$ cat src/hdl/plist_pkg.sv
`timescale 1ns / 1ps

package plist_pkg;

    // fixed field widths on the request and result ports
    localparam int MODE_W = 2;
    localparam int POS_W  = 7;
    localparam int WORD_W = 32;
    localparam int LEN_W  = 7;

    typedef logic [MODE_W-1:0] mode_t;

    localparam mode_t MODE_APPEND = 2'd0;
    localparam mode_t MODE_INSERT = 2'd1;
    localparam mode_t MODE_REMOVE = 2'd2;
    localparam mode_t MODE_READ   = 2'd3;

endpackage

$ cat src/hdl/positional_list_engine.sv
`timescale 1ns / 1ps
// a request is taken when start is high and busy is low; busy then stays high until the shift ends
// k is the number of store reads: 1 for read, length-position for insert and remove, 0 for append
// when k is zero (append, or insert at the length) busy is high for one cycle only
// done rises as busy falls; a head remove of a full list reads every word and takes longest
// the store shift, one read and one write per cycle, sets how long a request takes
// a refused request gives done on the next cycle and leaves busy low; results cannot be stalled
// rst_n clears the length and the sequencer at once; store contents are undefined until written

module positional_list_engine #(
    parameter int CAPACITY   = 64,
    parameter int DATA_WIDTH = 32
) (
    input  logic                         clk,
    input  logic                         rst_n,
    input  logic                         start,
    input  plist_pkg::mode_t             mode,
    input  logic [plist_pkg::POS_W-1:0]  position,
    input  logic [plist_pkg::WORD_W-1:0] data_in,
    output logic                         busy,
    output logic                         done,
    output logic [plist_pkg::WORD_W-1:0] data_out,
    output logic                         ok,
    output logic [plist_pkg::LEN_W-1:0]  length
);

    import plist_pkg::*;

    localparam int AW    = $clog2(CAPACITY);
    localparam int CW    = $clog2(CAPACITY + 1);
    localparam int CMP_W = (CW > POS_W) ? CW : POS_W;

    localparam logic ST_IDLE  = 1'b0;
    localparam logic ST_SHIFT = 1'b1;

    logic                  state_reg, state_next;
    mode_t                 op_reg, op_next;
    logic [AW-1:0]         rd_ptr_reg, rd_ptr_next;
    logic [AW-1:0]         wr_ptr_reg, wr_ptr_next;
    logic [AW-1:0]         pos_reg, pos_next;
    logic [CW-1:0]         left_reg, left_next;
    logic                  pend_reg, pend_next;
    logic                  skip_reg, skip_next;
    logic [CW-1:0]         count_reg, count_next;
    logic                  done_reg, done_next;
    logic                  ok_reg, ok_next;
    logic [DATA_WIDTH-1:0] word_reg, word_next;
    logic [DATA_WIDTH-1:0] result_reg, result_next;

    logic [DATA_WIDTH-1:0] word_in;
    logic [CMP_W-1:0]      count_ext;
    logic [CMP_W-1:0]      eff_pos;
    logic [CMP_W-1:0]      span;
    logic                  is_ins;
    logic                  req_valid;

    logic                  mem_wr_en;
    logic [AW-1:0]         mem_wr_addr;
    logic [DATA_WIDTH-1:0] mem_wr_data;
    logic                  mem_rd_en;
    logic [AW-1:0]         mem_rd_addr;
    logic [DATA_WIDTH-1:0] mem_rd_data;

    generate
        if (DATA_WIDTH <= WORD_W)
        begin : g_narrow
            assign word_in  = data_in[DATA_WIDTH-1:0];
            assign data_out = WORD_W'(result_reg);
        end
        else
        begin : g_wide
            assign word_in  = {{(DATA_WIDTH - WORD_W){1'b0}}, data_in};
            assign data_out = result_reg[WORD_W-1:0];
        end

        if (CW >= LEN_W)
        begin : g_len_cut
            assign length = count_reg[LEN_W-1:0];
        end
        else
        begin : g_len_ext
            assign length = {{(LEN_W - CW){1'b0}}, count_reg};
        end
    endgenerate

    assign busy = (state_reg == ST_SHIFT);
    assign done = done_reg;
    assign ok   = ok_reg;

    // append is an insert at the current length
    assign count_ext = CMP_W'(count_reg);
    assign is_ins    = (mode == MODE_APPEND) || (mode == MODE_INSERT);
    assign eff_pos   = (mode == MODE_APPEND) ? count_ext : CMP_W'(position);
    assign span      = count_ext - eff_pos;
    assign req_valid = is_ins ? ((eff_pos <= count_ext) && (count_ext < CMP_W'(CAPACITY)))
                              : (eff_pos < count_ext);

    always_comb
    begin
        state_next  = state_reg;
        op_next     = op_reg;
        rd_ptr_next = rd_ptr_reg;
        wr_ptr_next = wr_ptr_reg;
        pos_next    = pos_reg;
        left_next   = left_reg;
        pend_next   = 1'b0;
        skip_next   = skip_reg;
        count_next  = count_reg;
        done_next   = 1'b0;
        ok_next     = ok_reg;
        word_next   = word_reg;
        result_next = result_reg;
        mem_wr_en   = 1'b0;
        mem_wr_addr = wr_ptr_reg;
        mem_wr_data = mem_rd_data;
        mem_rd_en   = 1'b0;
        mem_rd_addr = rd_ptr_reg;

        case (state_reg)
            ST_IDLE:
            begin
                if (start)
                begin
                    result_next = '0;
                    if (!req_valid)
                    begin
                        done_next = 1'b1;
                        ok_next   = 1'b0;
                    end
                    else
                    begin
                        state_next = ST_SHIFT;
                        pos_next   = eff_pos[AW-1:0];
                        word_next  = word_in;
                        left_next  = span[CW-1:0];
                        if (is_ins)
                        begin
                            // walk from the tail down, each word moves up one
                            op_next     = MODE_INSERT;
                            rd_ptr_next = count_reg[AW-1:0] - AW'(1);
                            wr_ptr_next = count_reg[AW-1:0];
                            skip_next   = 1'b0;
                        end
                        else
                        begin
                            // first word read is the result, later ones move down one
                            op_next     = mode;
                            rd_ptr_next = eff_pos[AW-1:0];
                            wr_ptr_next = eff_pos[AW-1:0];
                            skip_next   = 1'b1;
                            if (mode == MODE_READ)
                            begin
                                left_next = CW'(1);
                            end
                        end
                    end
                end
            end

            ST_SHIFT:
            begin
                if (left_reg != '0)
                begin
                    mem_rd_en = 1'b1;
                    pend_next = 1'b1;
                    left_next = left_reg - CW'(1);
                    if (op_reg == MODE_INSERT)
                    begin
                        rd_ptr_next = rd_ptr_reg - AW'(1);
                    end
                    else
                    begin
                        rd_ptr_next = rd_ptr_reg + AW'(1);
                    end
                end

                if (pend_reg)
                begin
                    if (skip_reg)
                    begin
                        result_next = mem_rd_data;
                        skip_next   = 1'b0;
                    end
                    else
                    begin
                        mem_wr_en = 1'b1;
                        if (op_reg == MODE_INSERT)
                        begin
                            wr_ptr_next = wr_ptr_reg - AW'(1);
                        end
                        else
                        begin
                            wr_ptr_next = wr_ptr_reg + AW'(1);
                        end
                    end
                end
                else if (left_reg == '0)
                begin
                    state_next = ST_IDLE;
                    done_next  = 1'b1;
                    ok_next    = 1'b1;
                    case (op_reg)
                        MODE_INSERT:
                        begin
                            mem_wr_en   = 1'b1;
                            mem_wr_addr = pos_reg;
                            mem_wr_data = word_reg;
                            count_next  = count_reg + CW'(1);
                        end
                        MODE_REMOVE:
                        begin
                            count_next = count_reg - CW'(1);
                        end
                        default:
                        begin
                            count_next = count_reg;
                        end
                    endcase
                end
            end

            default:
            begin
                state_next = ST_IDLE;
            end
        endcase
    end

    always_ff @(posedge clk or negedge rst_n)
    begin
        if (!rst_n)
        begin
            state_reg <= ST_IDLE;
            op_reg    <= MODE_READ;
            left_reg  <= '0;
            pend_reg  <= 1'b0;
            skip_reg  <= 1'b0;
            count_reg <= '0;
            done_reg  <= 1'b0;
            ok_reg    <= 1'b0;
        end
        else
        begin
            state_reg <= state_next;
            op_reg    <= op_next;
            left_reg  <= left_next;
            pend_reg  <= pend_next;
            skip_reg  <= skip_next;
            count_reg <= count_next;
            done_reg  <= done_next;
            ok_reg    <= ok_next;
        end
    end

    always_ff @(posedge clk)
    begin
        rd_ptr_reg <= rd_ptr_next;
        wr_ptr_reg <= wr_ptr_next;
        pos_reg    <= pos_next;
        word_reg   <= word_next;
        result_reg <= result_next;
    end

    plist_ram #(
        .WIDTH (DATA_WIDTH),
        .DEPTH (CAPACITY)
    ) u_store (
        .clk     (clk),
        .wr_en   (mem_wr_en),
        .wr_addr (mem_wr_addr),
        .wr_data (mem_wr_data),
        .rd_en   (mem_rd_en),
        .rd_addr (mem_rd_addr),
        .rd_data (mem_rd_data)
    );

endmodule

$ cat src/hdl/plist_ram.sv
`timescale 1ns / 1ps

module plist_ram #(
    parameter int WIDTH = 32,
    parameter int DEPTH = 64
) (
    input  logic                     clk,
    input  logic                     wr_en,
    input  logic [$clog2(DEPTH)-1:0] wr_addr,
    input  logic [WIDTH-1:0]         wr_data,
    input  logic                     rd_en,
    input  logic [$clog2(DEPTH)-1:0] rd_addr,
    output logic [WIDTH-1:0]         rd_data
);

    logic [WIDTH-1:0] mem [DEPTH];

    always_ff @(posedge clk)
    begin
        if (wr_en)
        begin
            mem[wr_addr] <= wr_data;
        end
        if (rd_en)
        begin
            rd_data <= mem[rd_addr];
        end
    end

endmodule

$ cat config.mk
export PLATFORM = sky130hd
export DESIGN_NAME = positional_list_engine
export DESIGN_NICKNAME = d
export VERILOG_FILES = /design/src/hdl/plist_pkg.sv /design/src/hdl/positional_list_engine.sv /design/src/hdl/plist_ram.sv
export SDC_FILE = /design/constraint.sdc
export NUM_CORES = 2
export LEC_CHECK = 0
export BUFFER_PORTS_ARGS = -buffer_cell sky130_fd_sc_hd__buf_2
export CELL_PAD_IN_SITES_DETAIL_PLACEMENT = 0
export CELL_PAD_IN_SITES_GLOBAL_PLACEMENT = 2
export CORE_ASPECT_RATIO = 0.6
export CORE_MARGIN = 2
export CORE_UTILIZATION = 51
export CTS_CLUSTER_SIZE = 12
export DETAILED_ROUTE_END_ITERATION = 10
export PLACE_DENSITY = 0.77
export SETUP_SLACK_MARGIN = 0.1
export SKIP_CTS_REPAIR_TIMING = 1
export SYNTH_ARGS = -nofsm -noshare
export SYNTH_HDL_FRONTEND = slang
export SYNTH_SLANG_ARGS = --single-unit
$ cat constraint.sdc
create_clock -name clk -period 5.35 [get_ports clk]
set_clock_uncertainty 0.2 [all_clocks]
set_input_delay 0 -clock clk [delete_from_list [all_inputs] [get_ports clk]]
set_output_delay 0 -clock clk [all_outputs]
set_load 0.01 [all_outputs]
==> Yosys cells after proc, flatten, opt, wreduce, memory -nomap -nowiden <==
Memories as Yosys holds them, arrays and structs flattened. A register that Yosys moved wholly into a read port is not among the register bits.
Cells that the tools add are included.
{ "word_totals": {"reg_bits": 103, "ram_bits": 2048, "input_bits": 44, "out_inout_bits": 42, "elab_cells": 118, "memories": 1} }
{ "classes": {"addsub": 9, "magnitude_cmp": 3, "eq_ne": 13, "muxes": 64, "bitwise": 2, "n_reduce_logical": 13} }
{ "mem_list": {"columns": ["name", "words", "word_bits", "rd", "rd_clocked_by_memory_dff", "write_ports", "line_no", "rtl"], "rows": [
  ["u_store.mem", 64, 32, 1, 1, 1, "plist_ram.sv:16", "logic [WIDTH-1:0] mem [DEPTH];"]
]} }
{ "op_table": {"columns": ["cell", "n"], "rows": [
  ["32-bit two-way mux", 7],
  ["6-bit two-way mux", 15],
  ["32-bit one-hot mux with 2 select lines", 1],
  ["7-bit two-way mux", 6],
  ["7-bit one-hot mux with 2 select lines", 2],
  ["1-bit two-way mux", 26],
  ["6-bit one-hot mux with 2 select lines", 2],
  ["6-bit by 1-bit subtractor with 6-bit output (second input constant)", 3],
  ["7-bit by 1-bit subtractor with 7-bit output (second input constant)", 2],
  ["6-bit by 1-bit adder with 6-bit output (second input constant)", 2],
  ["3-bit AND reduction", 4],
  ["4-bit AND reduction", 3],
  ["2-bit != test (second input constant)", 5],
  ["2-bit by 1-bit != test with 1-bit output (second input constant)", 4],
  ["1-bit one-hot mux with 2 select lines", 4],
  ["7-bit by 1-bit adder with 7-bit output (second input constant)", 1],
  ["7-bit less-or-equal comparator", 1],
  ["7-bit zero test", 1],
  ["7-bit less-than comparator", 1],
  ["7-bit less-than comparator (second input constant)", 1],
  ["7-bit nonzero test", 1],
  ["7-bit subtractor", 1],
  ["2-bit by 1-bit equality test with 1-bit output (second input constant)", 2],
  ["2-bit equality test (second input constant)", 2],
  ["6 further kinds", 7]
]} }

==> Depth between registers and ports, before layout <==
{ "depth": {"ltp_word": 8, "mapped_depth": 12, "mapped_depth_nobuf": 12} }

==> By module <==
Synthesis repeated with hierarchy kept, for this count alone.
{ "hier_totals": {"cells_unflattened": 3786, "hier_area_um2": 84459.8} }
{ "by_module_without_submodules": {"columns": ["mod", "instances", "cells_each", "area_each_um2", "seq_area_each_um2"], "rows": [
  ["plist_ram", 1, 3324, 78835.6, 62459.9],
  ["positional_list_engine", 1, 462, 5624.1, 2990.4]
]} }

==> Worst setup path after synthesis <==
No wires, ideal clock.
{ "synth_path": {"path_kind": "reg-to-reg", "start": "reg op_reg[0]", "end": "mem u_store.mem[34][0] (enable)", "setup_ps": 421, "arrival_time_ps": 3391, "t_required_ps": 4729, "setup_slack_ps": 1337, "path_stages_with_launch": 8, "path_buffers": 1, "period_less_slack_ps": 4013, "path_cell_list": "dfstp_2 > ha_1 > and4_1 > buf_2 > mux2i_1 > and3b_1 > nand3_1 > nor2_1"} }
{ "synth_via": {"elab_chain_len": 7, "elab_cells_between_ends": 11, "cone_classes": "1 x eq/ne; 10 x mux"} }
{ "synth_rtl": {"columns": ["item", "line_no", "rtl"], "rows": [
  ["start, declared", "positional_list_engine.sv:37", "mode_t op_reg, op_next;"],
  ["start signal, assigned", "positional_list_engine.sv:245", "op_reg <= op_next;"],
  ["2-bit by 1-bit equality test with 1-bit output *", "positional_list_engine.sv:202", "case (op_reg)"],
  ["1-bit two-way mux", "positional_list_engine.sv:202", null],
  ["1-bit two-way mux", "positional_list_engine.sv:197", "else if (left_reg == '0)"],
  ["1-bit two-way mux", "positional_list_engine.sv:177", "if (pend_reg)"],
  ["1-bit two-way mux", "positional_list_engine.sv:119", "case (state_reg)"],
  ["1-bit two-way mux", "plist_ram.sv:20", "if (wr_en)"],
  ["1-bit two-way mux (not written as such)", "plist_ram.sv:22", "mem[wr_addr] <= wr_data;"],
  ["end, declared", "plist_ram.sv:16", null]
]} }
Mark *: on every way between the ends. The rest lies on a longest branch, timed or not.

==> Final worst setup path <==
{ "layout_path": {"start": "reg op_reg[0]", "end": "mem u_store.mem[48][10] (enable)"} }
Same word-level chain as after synthesis.

==> parameters.txt <==
Parameter                              Value

Cells and area
  Fill cell count ... 11700
  Fraction of layout cells with a size suffix above 1 ... approximately 28%
  Area grow syn2layout ... 12.7%
  Area of the multi-input gates ... roughly 19000 µm²
  Top library cells by usage in the layout, fill and taps aside ... 2162 x edfxtp_1, 592 x mux4_2, 211 x clkbuf_16
  Final Net Count ... between 4000 and 5000
  FF+latch area ... ~65000 µm²
  Most flop-heavy register ... u_store.mem
  Most common library cell in the layout ignoring fill and taps ... edfxtp_1
  Max FFs per register ... between 2000 and 2500

GRT
  Final global-route overflow total ... 0
  Maximum number of pins on one net before global-route repair ... between 90 and 100
  All-layer global routing usage ... 24.9%
  Number of antenna violations at the first check in global routing ... 13
  Number of global-route vias before repair ... around 40000
  Wire length of the first global-routing pass ... slightly below 300 mm

Timing
  Final total negative setup slack ... 0 ns
  Period utilization ... around four fifths
  Setup repair after global routing missed its margin ... no
  Final number of setup-violating endpoints ... 0
  Max-slew violation total from the final report ... 0
  Post-layout min period ... about 4.4 ns
  Slew of the pin with the lowest slew margin ... around 1.2 ns
  Worst slew slack as a fraction of its limit ... 17.4%
  PnR worst setup slack ... ~0.97 ns
  Fmax ... around 230 MHz
  Final Hold Vio Count ... 0
  Minimum hold slack ... 0.0753 ns

Pwr
  Overall power after layout ... 42.5 mW
  Maximum ir drop on the vdd rail ... roughly 0.34 mV
  Leakage power summed over all cells ... 29.6 nW
  P per Cell Area ... about 450 nW/µm²

Yosys
  Share of synthesized area occupied by flip-flops and latches ... roughly 77%
  Post-synth cell types ... 61
  Synthesized area per cell ... approximately 22 µm²
  FFs w/ async S/R, synth ... 0.962%
  Number of enable-type register cells in the synthesized netlist ... approximately 2200
  Net count after synthesis ... roughly 3900
  YS warnings ... 0
  Register bit count reported by yosys ... approximately 2200
  Dominant synthesized flop cell ... edfxtp_1
  Post-synthesis instance area ... 84500 µm²
  Synthesized instance count ... roughly 3800

Route
  DR pass1 iterations ... 6
  Routed wire length ... between 200 and 250 mm
  Detailed-route via count ... roughly 41000
  WL per Instance ... ~33 µm
  DRC violations left ... 0
  First-iteration detailed-routing DRC count ... slightly below 6000
  Number of vias per cell after detailed routing ... around 6.4
  Count of antenna-violating nets left after detailed routing ... 0

Worst setup path
  Kind of critical path ... register to register
  Top fanout value on the critical path ... 32
  Crit path launch type ... register
  CP arrival ... roughly 4.6 ns
  Category of the worst setup path capture point ... register
  Required time of the critical path ... between 5 and 6 ns

Clocking
  Number of H-tree branching levels ... 4
  CTS tree ... yes
  Latest clock arrival within the worst-skew pair ... ~0.83 ns
  CTS Root Cell ... clkbuf_16
  Number of buffers added by the clock tree synthesis step ... ~210
  Clk sinks ... 2183
  Clock slew seen by the registers of the worst setup and hold paths ... approximately 0.060 ns
  Maximum root-to-sink buffer count ... 4

Min path
  Class of the tightest hold or removal check ... input port to register

Placement
  Total of buffers placed on input and output ports ... 85
  Placed wire-length estimate ... 123 mm
  Pre-CTS setup slack ... ~1.0 ns
  Routability Congestion ... roughly 0.84

Die
  Die outline area ... about 170000 µm²
  Core Rows ... approximately 120
  Core region area ... between 150000 and 200000 µm²
  Die Height ... about 320 µm
  Starting utilization of the core area ... roughly 51%
  DIE WIDTH ... between 500 and 600 µm
  Ports placed on the boundary ... 86

Status
  Outcome ... completed

Run
  Reported max-cap violation count ... 0
## report_power, final
group	internal (mW)	leakage (nW)	switching, mW	total, mW
clock	7.02	2.67	5.81	12.8
combinational	2.02	7.13	5.67	7.69
sequential	21.7	19.8	0.297	22.0
total	30.7	29.6	11.8	42.5
## worst paths after layout
check	startpoint	to	slack, ns	cells past startpoint
max in group asynchronous	rst_n	op_reg[1]	4.18	5
worst min register to register	op_reg[1]	op_reg[1]	0.32	2
worst max-delay path	op_reg[0]	u_store.mem[48][10]	0.97	6
worst min-delay path	start	ok	0.08	5
min in group asynchronous	rst_n	length[2]	0.55	5
worst max register to register	op_reg[0]	u_store.mem[48][10]	0.97	6
## per-stage QoR
stage,std cells,util [%],cell area [µm²]
2_1_floorplan,3785,-,84500
3_5_place_dp,6060,54.1,88900
3_3_place_gp,6060,54.1,88900
6_report,6384,58.0,95200
4_1_cts,6297,57.5,94300
5_1_grt,6383,58.0,95200
## routing by layer
metal	up-vias	wire length, µm	global-route usage [%]
met5	-	27	0
met4	4	4600	5.63
met3	262	22400	6.42
met2	2148	88400	33.2
met1	22100	94100	40.9
li1	16500	-	-
## cells by family after synthesis
group,share of synthesized area (%)
AO/OA/AOI/OAI,1.85
buffers and inverters,1.22
AND/OR/NAND/NOR,2.35
multiplexers,16.4
XOR/XNOR,0.228
flip-flops,77.5
adder cells (fa/ha/maj),0.480
## cell usage after synthesis (all sizes together), types with 2 or more instances
master	n	area (µm²)
or3	4	25.0
a211oi	25	188
fa	4	80.1
dfstp	2	52.6
nor4	2	27.5
nand2	231	867
a221o	3	30.0
o31ai	3	22.5
a22oi	38	285
mux4	592	13300
o21bai	3	22.5
and3	2	12.5
nor3b	4	30.0
nand2b	6	37.5
and2	40	250
dfrtp	19	475
a32oi	24	210
or2	4	25.0
mux2	3	33.8
o21ai	24	120
inv	33	124
nor3	6	30.0
a31oi	18	113
nand3b	3	22.5
nor2	103	387
xor2	5	43.8
o21a	5	37.5
a21oi	35	175
edfxtp	2162	64900
o211ai	4	30.0
ha	26	325
o22ai	26	163
xnor2	17	149
a21o	11	82.6
nand3	13	65.1
a31o	2	17.5
buf	109	588
nand4	4	25.0
mux2i	51	510
clkbuf	83	313
nor2b	24	150
## critical path: stages (launching register included)
cell	delay (ns)
dfstp_2	0.55
ha_1	0.54
and4_2	0.56
mux2i_1	0.59
nand3b_1	0.69
nor2_4	0.27
buf_4	0.54
## area by class of cell
type,instances,share of cell area [%]
diodes,2,0.00526
clock buffers,230,5.62
clock inverters,7,0.106
inverters,34,0.135
multi-input cells,1376,19.5
flip-flops and latches,2183,68.8
well taps,2223,2.92
repair buffers,329,2.91
Note: power is estimated with default switching activity, not from simulation.
